$ cat src/sv/sphere_shape_collision_test_top_defines.svh
// assertion macros for the sphere collision tester
`ifndef SPHERE_SHAPE_COLLISION_TEST_TOP_DEFINES_SVH
`define SPHERE_SHAPE_COLLISION_TEST_TOP_DEFINES_SVH

// same-cycle implication, checked on aclk outside reset
`define SSCT_ASSERT_IMPL(lbl, ante, cons, msg) \
    lbl: assert property (@(posedge aclk) disable iff (!aresetn) (ante) |-> (cons)) \
        else $error(msg);

// next-cycle implication, checked on aclk outside reset
`define SSCT_ASSERT_NEXT(lbl, ante, cons, msg) \
    lbl: assert property (@(posedge aclk) disable iff (!aresetn) (ante) |=> (cons)) \
        else $error(msg);

`endif

$ cat src/sv/ssct_pkg.sv
// shared types and constants of the sphere collision tester
package ssct_pkg;

    localparam int AXIS_FRAC  = 14;
    localparam int SQRT_BITS  = 32;
    localparam int DIV_BITS   = 15;
    localparam int FIFO_DEPTH = 4;
    localparam int FIFO_AW    = 2;

    localparam logic [14:0] AXIS_ONE = 15'd16384;
    localparam logic [32:0] MAG_CAP  = 33'h1_0000_0000;

    localparam logic [1:0] MODE_SPHERE = 2'd0;
    localparam logic [1:0] MODE_AABB   = 2'd1;
    localparam logic [1:0] MODE_OBB    = 2'd2;

    localparam logic [1:0] REG_CENTER_X = 2'd0;
    localparam logic [1:0] REG_CENTER_Y = 2'd1;
    localparam logic [1:0] REG_CENTER_Z = 2'd2;
    localparam logic [1:0] REG_RADIUS   = 2'd3;

    typedef struct packed {
        logic signed [31:0] cx;
        logic signed [31:0] cy;
        logic signed [31:0] cz;
        logic [30:0]        r;
    } ssct_cfg_t;

    typedef struct packed {
        logic [1:0]             mode;
        logic [2:0][31:0]       pos;
        logic [2:0][31:0]       ext;
        logic [30:0]            orad;
        logic [2:0][47:0]       axes;
        logic                   trig;
    } ssct_req_t;

    // classified item: per-axis distance magnitude (capped) and sign
    typedef struct packed {
        logic [2:0][32:0] mag;
        logic [2:0]       neg;
        logic [31:0]      radius;
        logic             ok;
        logic             trig;
    } ssct_item_t;

    typedef struct packed {
        logic             hit;
        logic             trig;
        logic [2:0][15:0] axis;
        logic [31:0]      overlap;
    } ssct_res_t;

endpackage

$ cat src/sv/ssct_fifo.sv
// short queue of classified words between front and back
module ssct_fifo (
    input  logic                 aclk,
    input  logic                 aresetn,
    input  ssct_pkg::ssct_item_t push_data,
    input  logic                 push_valid,
    output logic                 push_ready,
    output ssct_pkg::ssct_item_t pop_data,
    output logic                 pop_valid,
    input  logic                 pop_ready
);
    import ssct_pkg::*;

    ssct_item_t           mem_reg [FIFO_DEPTH];
    logic [FIFO_AW-1:0]   wr_ptr_reg;
    logic [FIFO_AW-1:0]   rd_ptr_reg;
    logic [FIFO_AW:0]     cnt_reg;
    logic                 push;
    logic                 pop;

    assign push_ready = cnt_reg != (FIFO_AW + 1)'(FIFO_DEPTH);
    assign pop_valid  = cnt_reg != '0;
    assign push       = push_valid && push_ready;
    assign pop        = pop_valid && pop_ready;
    assign pop_data   = mem_reg[rd_ptr_reg];

    always_ff @(posedge aclk) begin
        if (!aresetn) begin
            wr_ptr_reg <= '0;
            rd_ptr_reg <= '0;
            cnt_reg    <= '0;
        end else begin
            if (push) begin
                wr_ptr_reg <= wr_ptr_reg + 1'b1;
            end
            if (pop) begin
                rd_ptr_reg <= rd_ptr_reg + 1'b1;
            end
            if (push && !pop) begin
                cnt_reg <= cnt_reg + 1'b1;
            end else if (pop && !push) begin
                cnt_reg <= cnt_reg - 1'b1;
            end
        end
    end

    always_ff @(posedge aclk) begin
        if (push) begin
            mem_reg[wr_ptr_reg] <= push_data;
        end
    end

endmodule

$ cat config.mk
export PLATFORM = sky130hd
export DESIGN_NAME = ssct_fifo
export DESIGN_NICKNAME = d
export VERILOG_FILES = /design/src/sv/sphere_shape_collision_test_top_defines.svh /design/src/sv/ssct_pkg.sv /design/src/sv/ssct_fifo.sv
export SDC_FILE = /design/constraint.sdc
export NUM_CORES = 1
export LEC_CHECK = 0
export ABC_AREA = 1
export BUFFER_PORTS_ARGS = -buffer_cell sky130_fd_sc_hd__buf_2
export CORE_MARGIN = 2
export CORE_UTILIZATION = 35
export CTS_BUF_LIST = sky130_fd_sc_hd__clkbuf_4 sky130_fd_sc_hd__clkbuf_8
export DETAILED_ROUTE_END_ITERATION = 10
export PLACE_DENSITY = 0.58
export SYNTH_ARGS = -nofsm -noshare
export SYNTH_HDL_FRONTEND = slang
export SYNTH_SLANG_ARGS = --single-unit
$ cat constraint.sdc
create_clock -name aclk -period 9.3 [get_ports aclk]
set_input_delay 1.86 -clock aclk [delete_from_list [all_inputs] [get_ports aclk]]
set_output_delay 1.86 -clock aclk [all_outputs]
set_load 0.1 [all_outputs]
; Word-level counts from Yosys, hierarchy flattened
; Memories as Yosys holds them, arrays and structs flattened. A register that Yosys moved wholly into a read port is not among the register bits.
; Index checks and enable logic that the tools add are counted.
[word_totals]
memories = 1
elab_cells = 23
inputBits = 140
ramBits = 544
reg_bits = 7
[op_classes]
n_eq_ne = 1
n_reduce_logical = 8
addsub = 4
n_mux = 6
[memory_table]
columns = memory, depth, width, rd, rd_ports_with_merged_regs, wr, line
row1 = mem_reg, 4, 136, 1, 1, 1, ssct_fifo.sv:14  ; ssct_item_t mem_reg [FIFO_DEPTH];
[op_table]
columns = operator, n
row1 = 3-bit 2-to-1 mux, 2
row2 = "2-bit by 1-bit adder with 2-bit output, second input constant", 2
row3 = 1-bit logical AND, 4
row4 = 2-bit 2-to-1 mux, 2
row5 = "3-bit by 1-bit adder with 3-bit output, second input constant", 1
row6 = "3-bit != test, second input constant", 1
row7 = 3-bit nonzero test, 1
row8 = "3-bit by 1-bit subtractor with 3-bit output, second input constant", 1
row9 = 1-bit logical NOT, 2
row10 = 1-bit 2-to-1 mux, 2
row11 = 2-bit nonzero test, 1

; Longest topological paths before layout
; Gate-level depths: netlist of the first run.
[depth]
ltp_word = 6
ltp_mapped = 13

; Worst setup path before layout of the first run
; OpenSTA, ideal clock, no wires.
[synth_path]
path_type = input to register
from = in push_valid
to = mem mem_reg[0][0] in the netlist's numbering, enable pin
n_path_buf = 0
arrival_time_ns = 7.691
setup_slack_ns = 0.975
path_stages = 2
t_required_ns = 8.666
path_cell_list = nand2_1 -> nor2_1
[synth_via]
elab_chain_len = 3
[synth_rtl]
columns = item, line
row1 = from (decl), ssct_fifo.sv:6  ; input logic push_valid,
row2 = 1-bit logical AND, ssct_fifo.sv:23  ; assign push = push_valid && push_ready;
row3 = 1-bit 2-to-1 mux, ssct_fifo.sv:48  ; if (push) begin
row4 = 1-bit 2-to-1 mux (not written as such), ssct_fifo.sv:49  ; mem_reg[wr_ptr_reg] <= push_data;
row5 = to (decl), ssct_fifo.sv:14
; Every way passes these cells.

==> reports/qor.yml, run 1 <==
core.rowCount: 88
timing.fmax_mhz: 178.6
avgSynthCellArea_um2: 14.83
setup_ws_ns: 3.702
dp_slack_ns: 4.384
vias: 12600
cts_resized: 0
end_kind: "primary output"
start_util: 0.3547
nets: 1830
cp_common_cell: "buf_4"
gp_congestion: 0.7567
yosys-top-cells-area: "edfxtp_1 (80%), o21ai_0 (6.5%), nor2_1 (5.2%), o22ai_1 (4.1%), clkbuf_1 (1.1%)"
grt_pass1_vias: 12810
worst-path-buf-inv: 3
die_y_um: 246.0
synth_seq_cells: 553
slowest_delay_ns: 0.84
crit_type: "reg2out"
largest_register_ffs: 544
grt-ovfl-total: 0
powerDensity_mw_per_mm2: 359.0
synth_ff_type: "edfxtp_1"
cts_made_buffers: 94
core-area_mm2: 0.05781
drc_errors: 0
tightest_slew_ns: 1.081
final_common_cell: "edfxtp_1"
clk_pin_slew_ns: 0.05
cts_tree: "yes"
crit_family: "buffers and inverters"
slew_headroom: 0.2796
drt_first_pass_iters: 5
crit_chain: "buf_4 > buf_4 > o21ai_0 > o22ai_1 > buf_2"
yosys.area.top_type: "edfxtp_1"
crit_slowest_cell: "buf_4"
ant_nets: 0
status: "complete, no violations"
finalMaxSlewViolations: 0
ir_drop_v: 0.0002384
min_path_type: "reg2reg"
antenna_found_initial: 13
yosysTopAreaCellShare: 0.7967
syn-num-nets: 1529
hold_buffers: 0
setup_viol: 0
crit_fanout: 97
clock_latency_ns: 0.67
final_cell_mix: "edfxtp_1 (544), nor2_1 (282), buf_2 (277)"
clockBufferDepth: 3
wl_um: 48670
root_buffer: "clkbuf_8"
area_delta_synth_final_pct: 18.94
drt_iter0_markers: 783
pin_count: 278
fin_skew_ns: 0.01600
grt_max_degree: 98
design.die.area_mm2: 0.06053
track_usage: 0.1601
ys_warn_count: 0
fin_setup_tns_ns: 0
wl_per_cell_um: 19.30
drive_above_1_share: 0.2544
post-route-period-util: 0.6019
required_ns: 7.44
cap_violations: 0
synthCells: 1383
syn_area_mm2: 0.02050
cts.htree.levels: 3
post-route-util: 0.4219
seq_area_frac_synth: 0.8055
whs_ns: 0.5256
cts.sink_count: 553
worstPathArrival_ns: 3.74
post-cts-setup-buffers: 0
grt_pass1_wl_um: 73600
die_x_um: 246.0
yosysUniqueCellTypes: 19
worstSetupStartpointType: "flip-flop"
post-dp-hpwl_um: 26220
finalCriticalPeriod_ns: 5.598
viasPerCell: 4.994
final_hold_viol_count: 0
synthArstFlopShare: 0
p_leak_uw: 0.008460
rsz0062_at_grt: "no"
port_buffers: 277
synth_edf_count: 544
-- final timing paths --
check                      from        endpoint  slack [ns]  cells after the start
setup / recovery      flip-flop    pop_data[80]        3.70                      5
hold / removal    rd_ptr_reg[1]       flip-flop        0.53                      2
setup reg to reg     cnt_reg[0]  mem_reg[3][80]        6.31                      6
hold reg to reg   rd_ptr_reg[1]       flip-flop        0.53                      2
-- synthesized netlist by cell type (2+ instances only) --
library cell and n:
nor2_1 286, nand2_1 15, a21oi_1 3, edfxtp_1 544
o21ai_1 7, o22ai_1 136, nand3_1 4, clkbuf_1 58
o21ai_0 266, ha_1 5, inv_1 14, inv_2 2
buf_2 18, buf_6 11, buf_4 2, dfxtp_1 9
-- layout make-up --
cell class | count | area, um^2
fillers | 5288 | 33420
flip-flops and latches | 553 | 16520
multi-input cells | 725 | 3511
clock buffers | 125 | 1533
repair buffers | 294 | 1514
well taps | 765 | 957.2
clock inverters | 40 | 265.3
inverters | 16 | 72.57
diodes | 4 | 10.01
-- logic make-up after synthesis --
kind of cell    share of synthesized area
flops                              0.8055
simple gates                      0.05645
compound gates                     0.1089
fa+ha+maj                        0.004028
xor+xnor                        0.0004272
buf+inv                           0.02471
-- power breakdown --
group	switching, uW	internal [uW]	leakage, uW	total (uW)
Clock	936	1150	0.000946	2090
Combinational	3100	466	0.00245	3560
Sequential	71.2	3030	0.00506	3100
Total	4110	4650	0.00846	8750
-- through the flow --
step,total power [uW],instances,area [um^2]
floorplan,6132,1383,20500
global placement,6721,2353,22580
detailed placement,6754,2353,22580
CTS,8860,2518,24380
global route,9128,2520,24380
finish,8755,2522,24390
-- worst reg2reg max path: stages, from the launching register on --
cell     delay [ns]
dfxtp_1        0.40
nor2_1         0.09
nand2_1        0.12
nand2_1        0.26
nor2_4         0.53
buf_4          0.55
buf_4          0.65
-- routing by layer --
layer | vias to the layer above | wire (um) | GRT usage
li1 | 5835 | - | -
met1 | 6250 | 20280 | 0.1992
met2 | 389 | 22790 | 0.2551
met3 | 103 | 4218 | 0.05545
met4 | 18 | 1266 | 0.06506
met5 | - | 113 | 0
Note: power is estimated with default switching activity, not from simulation.
==> run 2: changes to the inputs <==
- clock period: 9.3 -> 5.8 ns (I/O delays scaled with it)
==> run 2 against run 1 <==
Net effect: combinational power increased by 61%; via count decreased by 0.73%; sequential share of layout area decreased by 0.12 points; clock skew decreased by 0.0044 ns; critical path depth decreased by 1; total power increased by 60%; wire length increased by 0.89%; global-route usage increased by 0.074 points; core utilization increased by 0.074 points; final area increased by 0.17%.
==> reports/qor.yml, run 2 (synthesized netlist as in run 1, its figures left out) <==
ir_drop_v: 0.0003883  # +63%
tightest_slew_ns: 1.070  # -0.01039 ns
core-area_mm2: 0.05781  # unchanged
area_delta_synth_final_pct: 19.14
drive_above_1_share: 0.2563  # +0.001872
clock_latency_ns: 0.66  # about the same
slew_headroom: 0.2848  # +0.005234
final_common_cell: "edfxtp_1"
gp_congestion: 0.7277  # -3.8%
hold_buffers: 0  # unchanged
root_buffer: "clkbuf_8"
wl_um: 49100  # +0.89%
fin_skew_ns: 0.01156  # -0.004439 ns
viasPerCell: 4.967  # -0.53%
cts_resized: 0  # unchanged
cts_tree: "yes"
required_ns: 4.64  # -2.80 ns
fin_cells: 2517  # -0.20%
largest_register_ffs: 544  # unchanged
powerDensity_mw_per_mm2: 573.6  # +60%
vias: 12500  # -0.73%
pin_count: 278  # unchanged
port_buffers: 277  # unchanged
clockBufferDepth: 3  # unchanged
start_util: 0.3547  # unchanged
setup_viol: 0  # unchanged
crit_fanout: 84  # -13%
timing.fmax_mhz: 220.8
cap_violations: 0  # unchanged
status: "complete, no violations"
ant_nets: 0  # unchanged
rsz0062_at_grt: "no"
final_cell_mix: "edfxtp_1 (544), nor2_1 (282), buf_2 (277)"
antenna_found_initial: 10  # -3
final_hold_viol_count: 0  # unchanged
cts.sink_count: 553  # unchanged
drc_errors: 0  # unchanged
drt_iter0_markers: 644  # -18%
power_uw: 14010  # +60%
finalMaxSlewViolations: 0  # unchanged
track_usage: 0.1608  # +0.0007394
nets: 1832  # +0.11%
worstPathArrival_ns: 3.37  # -0.37 ns
crit_type: "reg2out"
min_path_type: "reg2reg"
grt_pass1_vias: 12670  # -1.1%
wl_per_cell_um: 19.51  # +1.1%
drt_first_pass_iters: 4  # -1
finalCriticalPeriod_ns: 4.529
end_kind: "primary output"
worstSetupStartpointType: "flip-flop"
post-cts-setup-buffers: 0  # unchanged
grt_max_degree: 182  # +86%
fin_setup_tns_ns: 0  # unchanged
crit_slowest_cell: "buf_4"
die_y_um: 246.0  # unchanged
n_fill_cell: 5318  # +0.57%
cts_made_buffers: 92  # -2.1%
grt-ovfl-total: 0  # unchanged
grt_pass1_wl_um: 73690  # +0.12%
cts.htree.levels: 3  # unchanged
p_leak_uw: 0.008476  # +0.19%
design.die.area_mm2: 0.06053  # unchanged
clk_pin_slew_ns: 0.05  # about the same
core.rowCount: 88  # unchanged
die_x_um: 246.0  # unchanged
crit_family: "buffers and inverters"
crit_chain: "buf_4 > o21ai_0 > o22ai_1 > buf_2"
worst-path-buf-inv: 2  # -1
post-dp-hpwl_um: 26050  # -0.64%
post-route-period-util: 0.7809
slowest_delay_ns: 0.89  # +0.05 ns
place_inst: 2357  # +0.17%
[run 2: report_power, final]
group	switching [uW]	internal [uW]	leakage, uW	total, uW
registers	110	4860	0.00506	4970
clock network	1460	1840	0.000930	3300
logic	4970	770	0.00249	5740
total	6540	7470	0.00848	14000
[run 2: path summary, 6_finish.rpt]
path	slack, ns	endpoint	start	cells past startpoint
max	1.27	pop_data[135]	flip-flop	4
max reg2reg	3.13	mem_reg[0][34]	cnt_reg[0]	5
min	0.49	flip-flop	rd_ptr_reg[1]	2
min reg2reg	0.49	flip-flop	rd_ptr_reg[1]	2
[run 2: layer usage]
layer,GRT usage,up-vias,share of wire
li1,-,5841,-
met1,0.1962,6215,0.41
met2,0.2680,342,0.49
met3,0.05120,91,0.076
met4,0.05704,14,0.020
met5,0,-,0.0017
[run 2: cell type report]
type                       instances  area [um^2]  share of cell area
clock buffer                     129         1550             0.06346
clock inverter                    27        197.7            0.008093
multi-input combinational        725         3511              0.1437
antenna                            4        10.01           0.0004098
timing repair buffer             298         1607             0.06577
tap                              765        957.2             0.03918
sequential                       553        16520              0.6764
inverter                          16        72.57            0.002971
[run 2: worst register-to-register path: cells and delay by family (launching register included)]
family,cells,cell delay [ns]
and+or+nand+nor,4,0.99
DFF,1,0.39
buffers and inverters,1,0.79
[run 2: per-stage QoR]
step                instance area [um^2]  utilization  worst slack (ns)  hold WS, ns
floorplan                          20500            -            -1.948       0.4648
global placement                   22670       0.3922             1.888       0.4797
detailed placement                 22670       0.3922             1.853       0.4925
CTS                                24420       0.4224             1.108       0.5038
global route                       24420       0.4224            0.9658       0.5414
finish                             24430       0.4226             1.271       0.4946
==> run 3: changes to the inputs <==
- clock period: 5.8 -> 4.55 ns (I/O delays scaled with it)
==> run 3 against run 2 <==
Net effect: critical endpoint is now pop_data[69]; final area up 0.44%; sequential power up 27%; largest power group unchanged; clock skew up 0.019 ns; largest cell class unchanged.
==> reports/qor.yml, run 3 (synthesized netlist as in run 1, its figures left out) <==
status: "complete, no violations"
grt_pass1_wl_um: 71640  # -2.8%
design.die.area_mm2: 0.06053  # unchanged
post-cts-setup-buffers: 0  # unchanged
final_cell_mix: "edfxtp_1 (544), nor2_1 (282), buf_2 (277)"
cts.htree.levels: 3  # unchanged
area_delta_synth_final_pct: 19.66
root_buffer: "clkbuf_8"
core-area_mm2: 0.05781  # unchanged
end_kind: "primary output"
ant_nets: 0  # unchanged
finalMaxSlewViolations: 0  # unchanged
tightest_slew_ns: 0.9282  # -0.1421 ns
grt_use_met3: 0.04129  # -0.009913
timing.fmax_mhz: 260.7
required_ns: 3.64  # -1.00 ns
cts.sink_count: 553  # unchanged
powerDensity_mw_per_mm2: 727.7  # +27%
vias: 12490  # -0.10%
port_buffers: 277  # unchanged
grt_max_degree: 163  # -10%
drive_above_1_share: 0.2557  # -0.0006111
grt-ovfl-total: 0  # unchanged
die_x_um: 246.0  # unchanged
ir_drop_v: 0.0005642  # +45%
rsz0062_at_grt: "no"
core.rowCount: 88  # unchanged
n_fill_cell: 5310  # -0.15%
pin_count: 278  # unchanged
wl_um: 47450  # -3.4%
cts_resized: 0  # unchanged
clockBufferDepth: 3  # unchanged
start_util: 0.3547  # unchanged
clk_pin_slew_ns: 0.06  # about the same
grt.met1_usage: 0.2001  # +0.003940
largest_register_ffs: 544  # unchanged
antenna_found_initial: 6  # -4
cts_tree: "yes"
final_hold_viol_count: 0  # unchanged
crit_fanout: 39  # -54%
viasPerCell: 4.939  # -0.58%
clock_latency_ns: 0.66  # about the same
fin_skew_ns: 0.03054  # +0.01898 ns
power_uw: 17850  # +27%
crit_type: "reg2out"
finalCriticalPeriod_ns: 3.836
final_common_cell: "edfxtp_1"
grt_pass1_vias: 12540  # -0.99%
hold_buffers: 0  # unchanged
post-route-period-util: 0.8431
fin_setup_tns_ns: 0  # unchanged
cts_made_buffers: 93  # +1.1%
setup_viol: 0  # unchanged
track_usage: 0.1547  # -0.006082
min_path_type: "in2reg"
drt_first_pass_iters: 5  # +1
wl_per_cell_um: 18.76  # -3.8%
drt_iter0_markers: 765  # +19%
p_leak_uw: 0.008516  # +0.47%
gp_congestion: 0.7324  # +0.65%
global_route.usage.met2: 0.2498  # -0.01826
nets: 1833  # +0.055%
top_usage_layer: "met2"
cap_violations: 0  # unchanged
die_y_um: 246.0  # unchanged
worstSetupStartpointType: "flip-flop"
slew_headroom: 0.3812  # +0.09642
drc_errors: 0  # unchanged
worstPathArrival_ns: 2.93  # -0.44 ns
post-dp-hpwl_um: 25560  # -1.9%
## run 3: cell type report
type | count | area [um^2] | area share
sequential | 553 | 16520 | 0.6735
multi-input combinational | 725 | 3511 | 0.1431
timing repair buffer | 298 | 1694 | 0.06905
clock buffer | 136 | 1628 | 0.06635
tap | 765 | 957.2 | 0.03901
clock inverter | 32 | 141.4 | 0.005763
inverter | 16 | 70.07 | 0.002856
antenna | 4 | 10.01 | 0.0004080
## run 3: power breakdown
group,switching [uW],leakage (uW),internal (uW)
Sequential,136,0.00506,6190
Clock,1890,0.000940,2280
Combinational,6330,0.00252,1020
## run 3: worst max-delay path, cell delays in order (launching register included)
cell     delay (ns)
dfxtp_4        0.48
inv_4          0.41
buf_4          0.45
o21ai_0        0.16
o22ai_1        0.24
buf_2          0.49
## run 3: per-stage QoR
step / instances / setup slack [ns] / instance area [um^2] / hold slack (ns) / utilization
3_3_place_gp: 2357 / 1.412 / 22760 / 0.4882 / 0.3937
4_1_cts: 2525 / 0.5860 / 24520 / 0.3601 / 0.4243
6_report: 2529 / 0.7137 / 24530 / 0.4558 / 0.4244
2_1_floorplan: 1383 / -0.9724 / 20510 / 0.4648 / -
3_5_place_dp: 2357 / 1.340 / 22760 / 0.5124 / 0.3937
5_1_grt: 2525 / 0.4986 / 24520 / 0.3973 / 0.4243
## run 3: worst paths after layout
path	cells after the start	start	slack, ns	endpoint
max	5	flip-flop	0.71	pop_data[69]
min	1	push_data[13]	0.46	mem_reg[2][13]
max reg2reg	5	cnt_reg[0]	2.26	mem_reg[0][40]
min reg2reg	2	rd_ptr_reg[0]	0.52	rd_ptr_reg[0]
## run 3: metal layers
layer | share of wire | wire (um)
met2 | 0.48 | 22910
met1 | 0.43 | 20480
met5 | 0.0010 | 49
met4 | 0.017 | 820
met3 | 0.067 | 3190
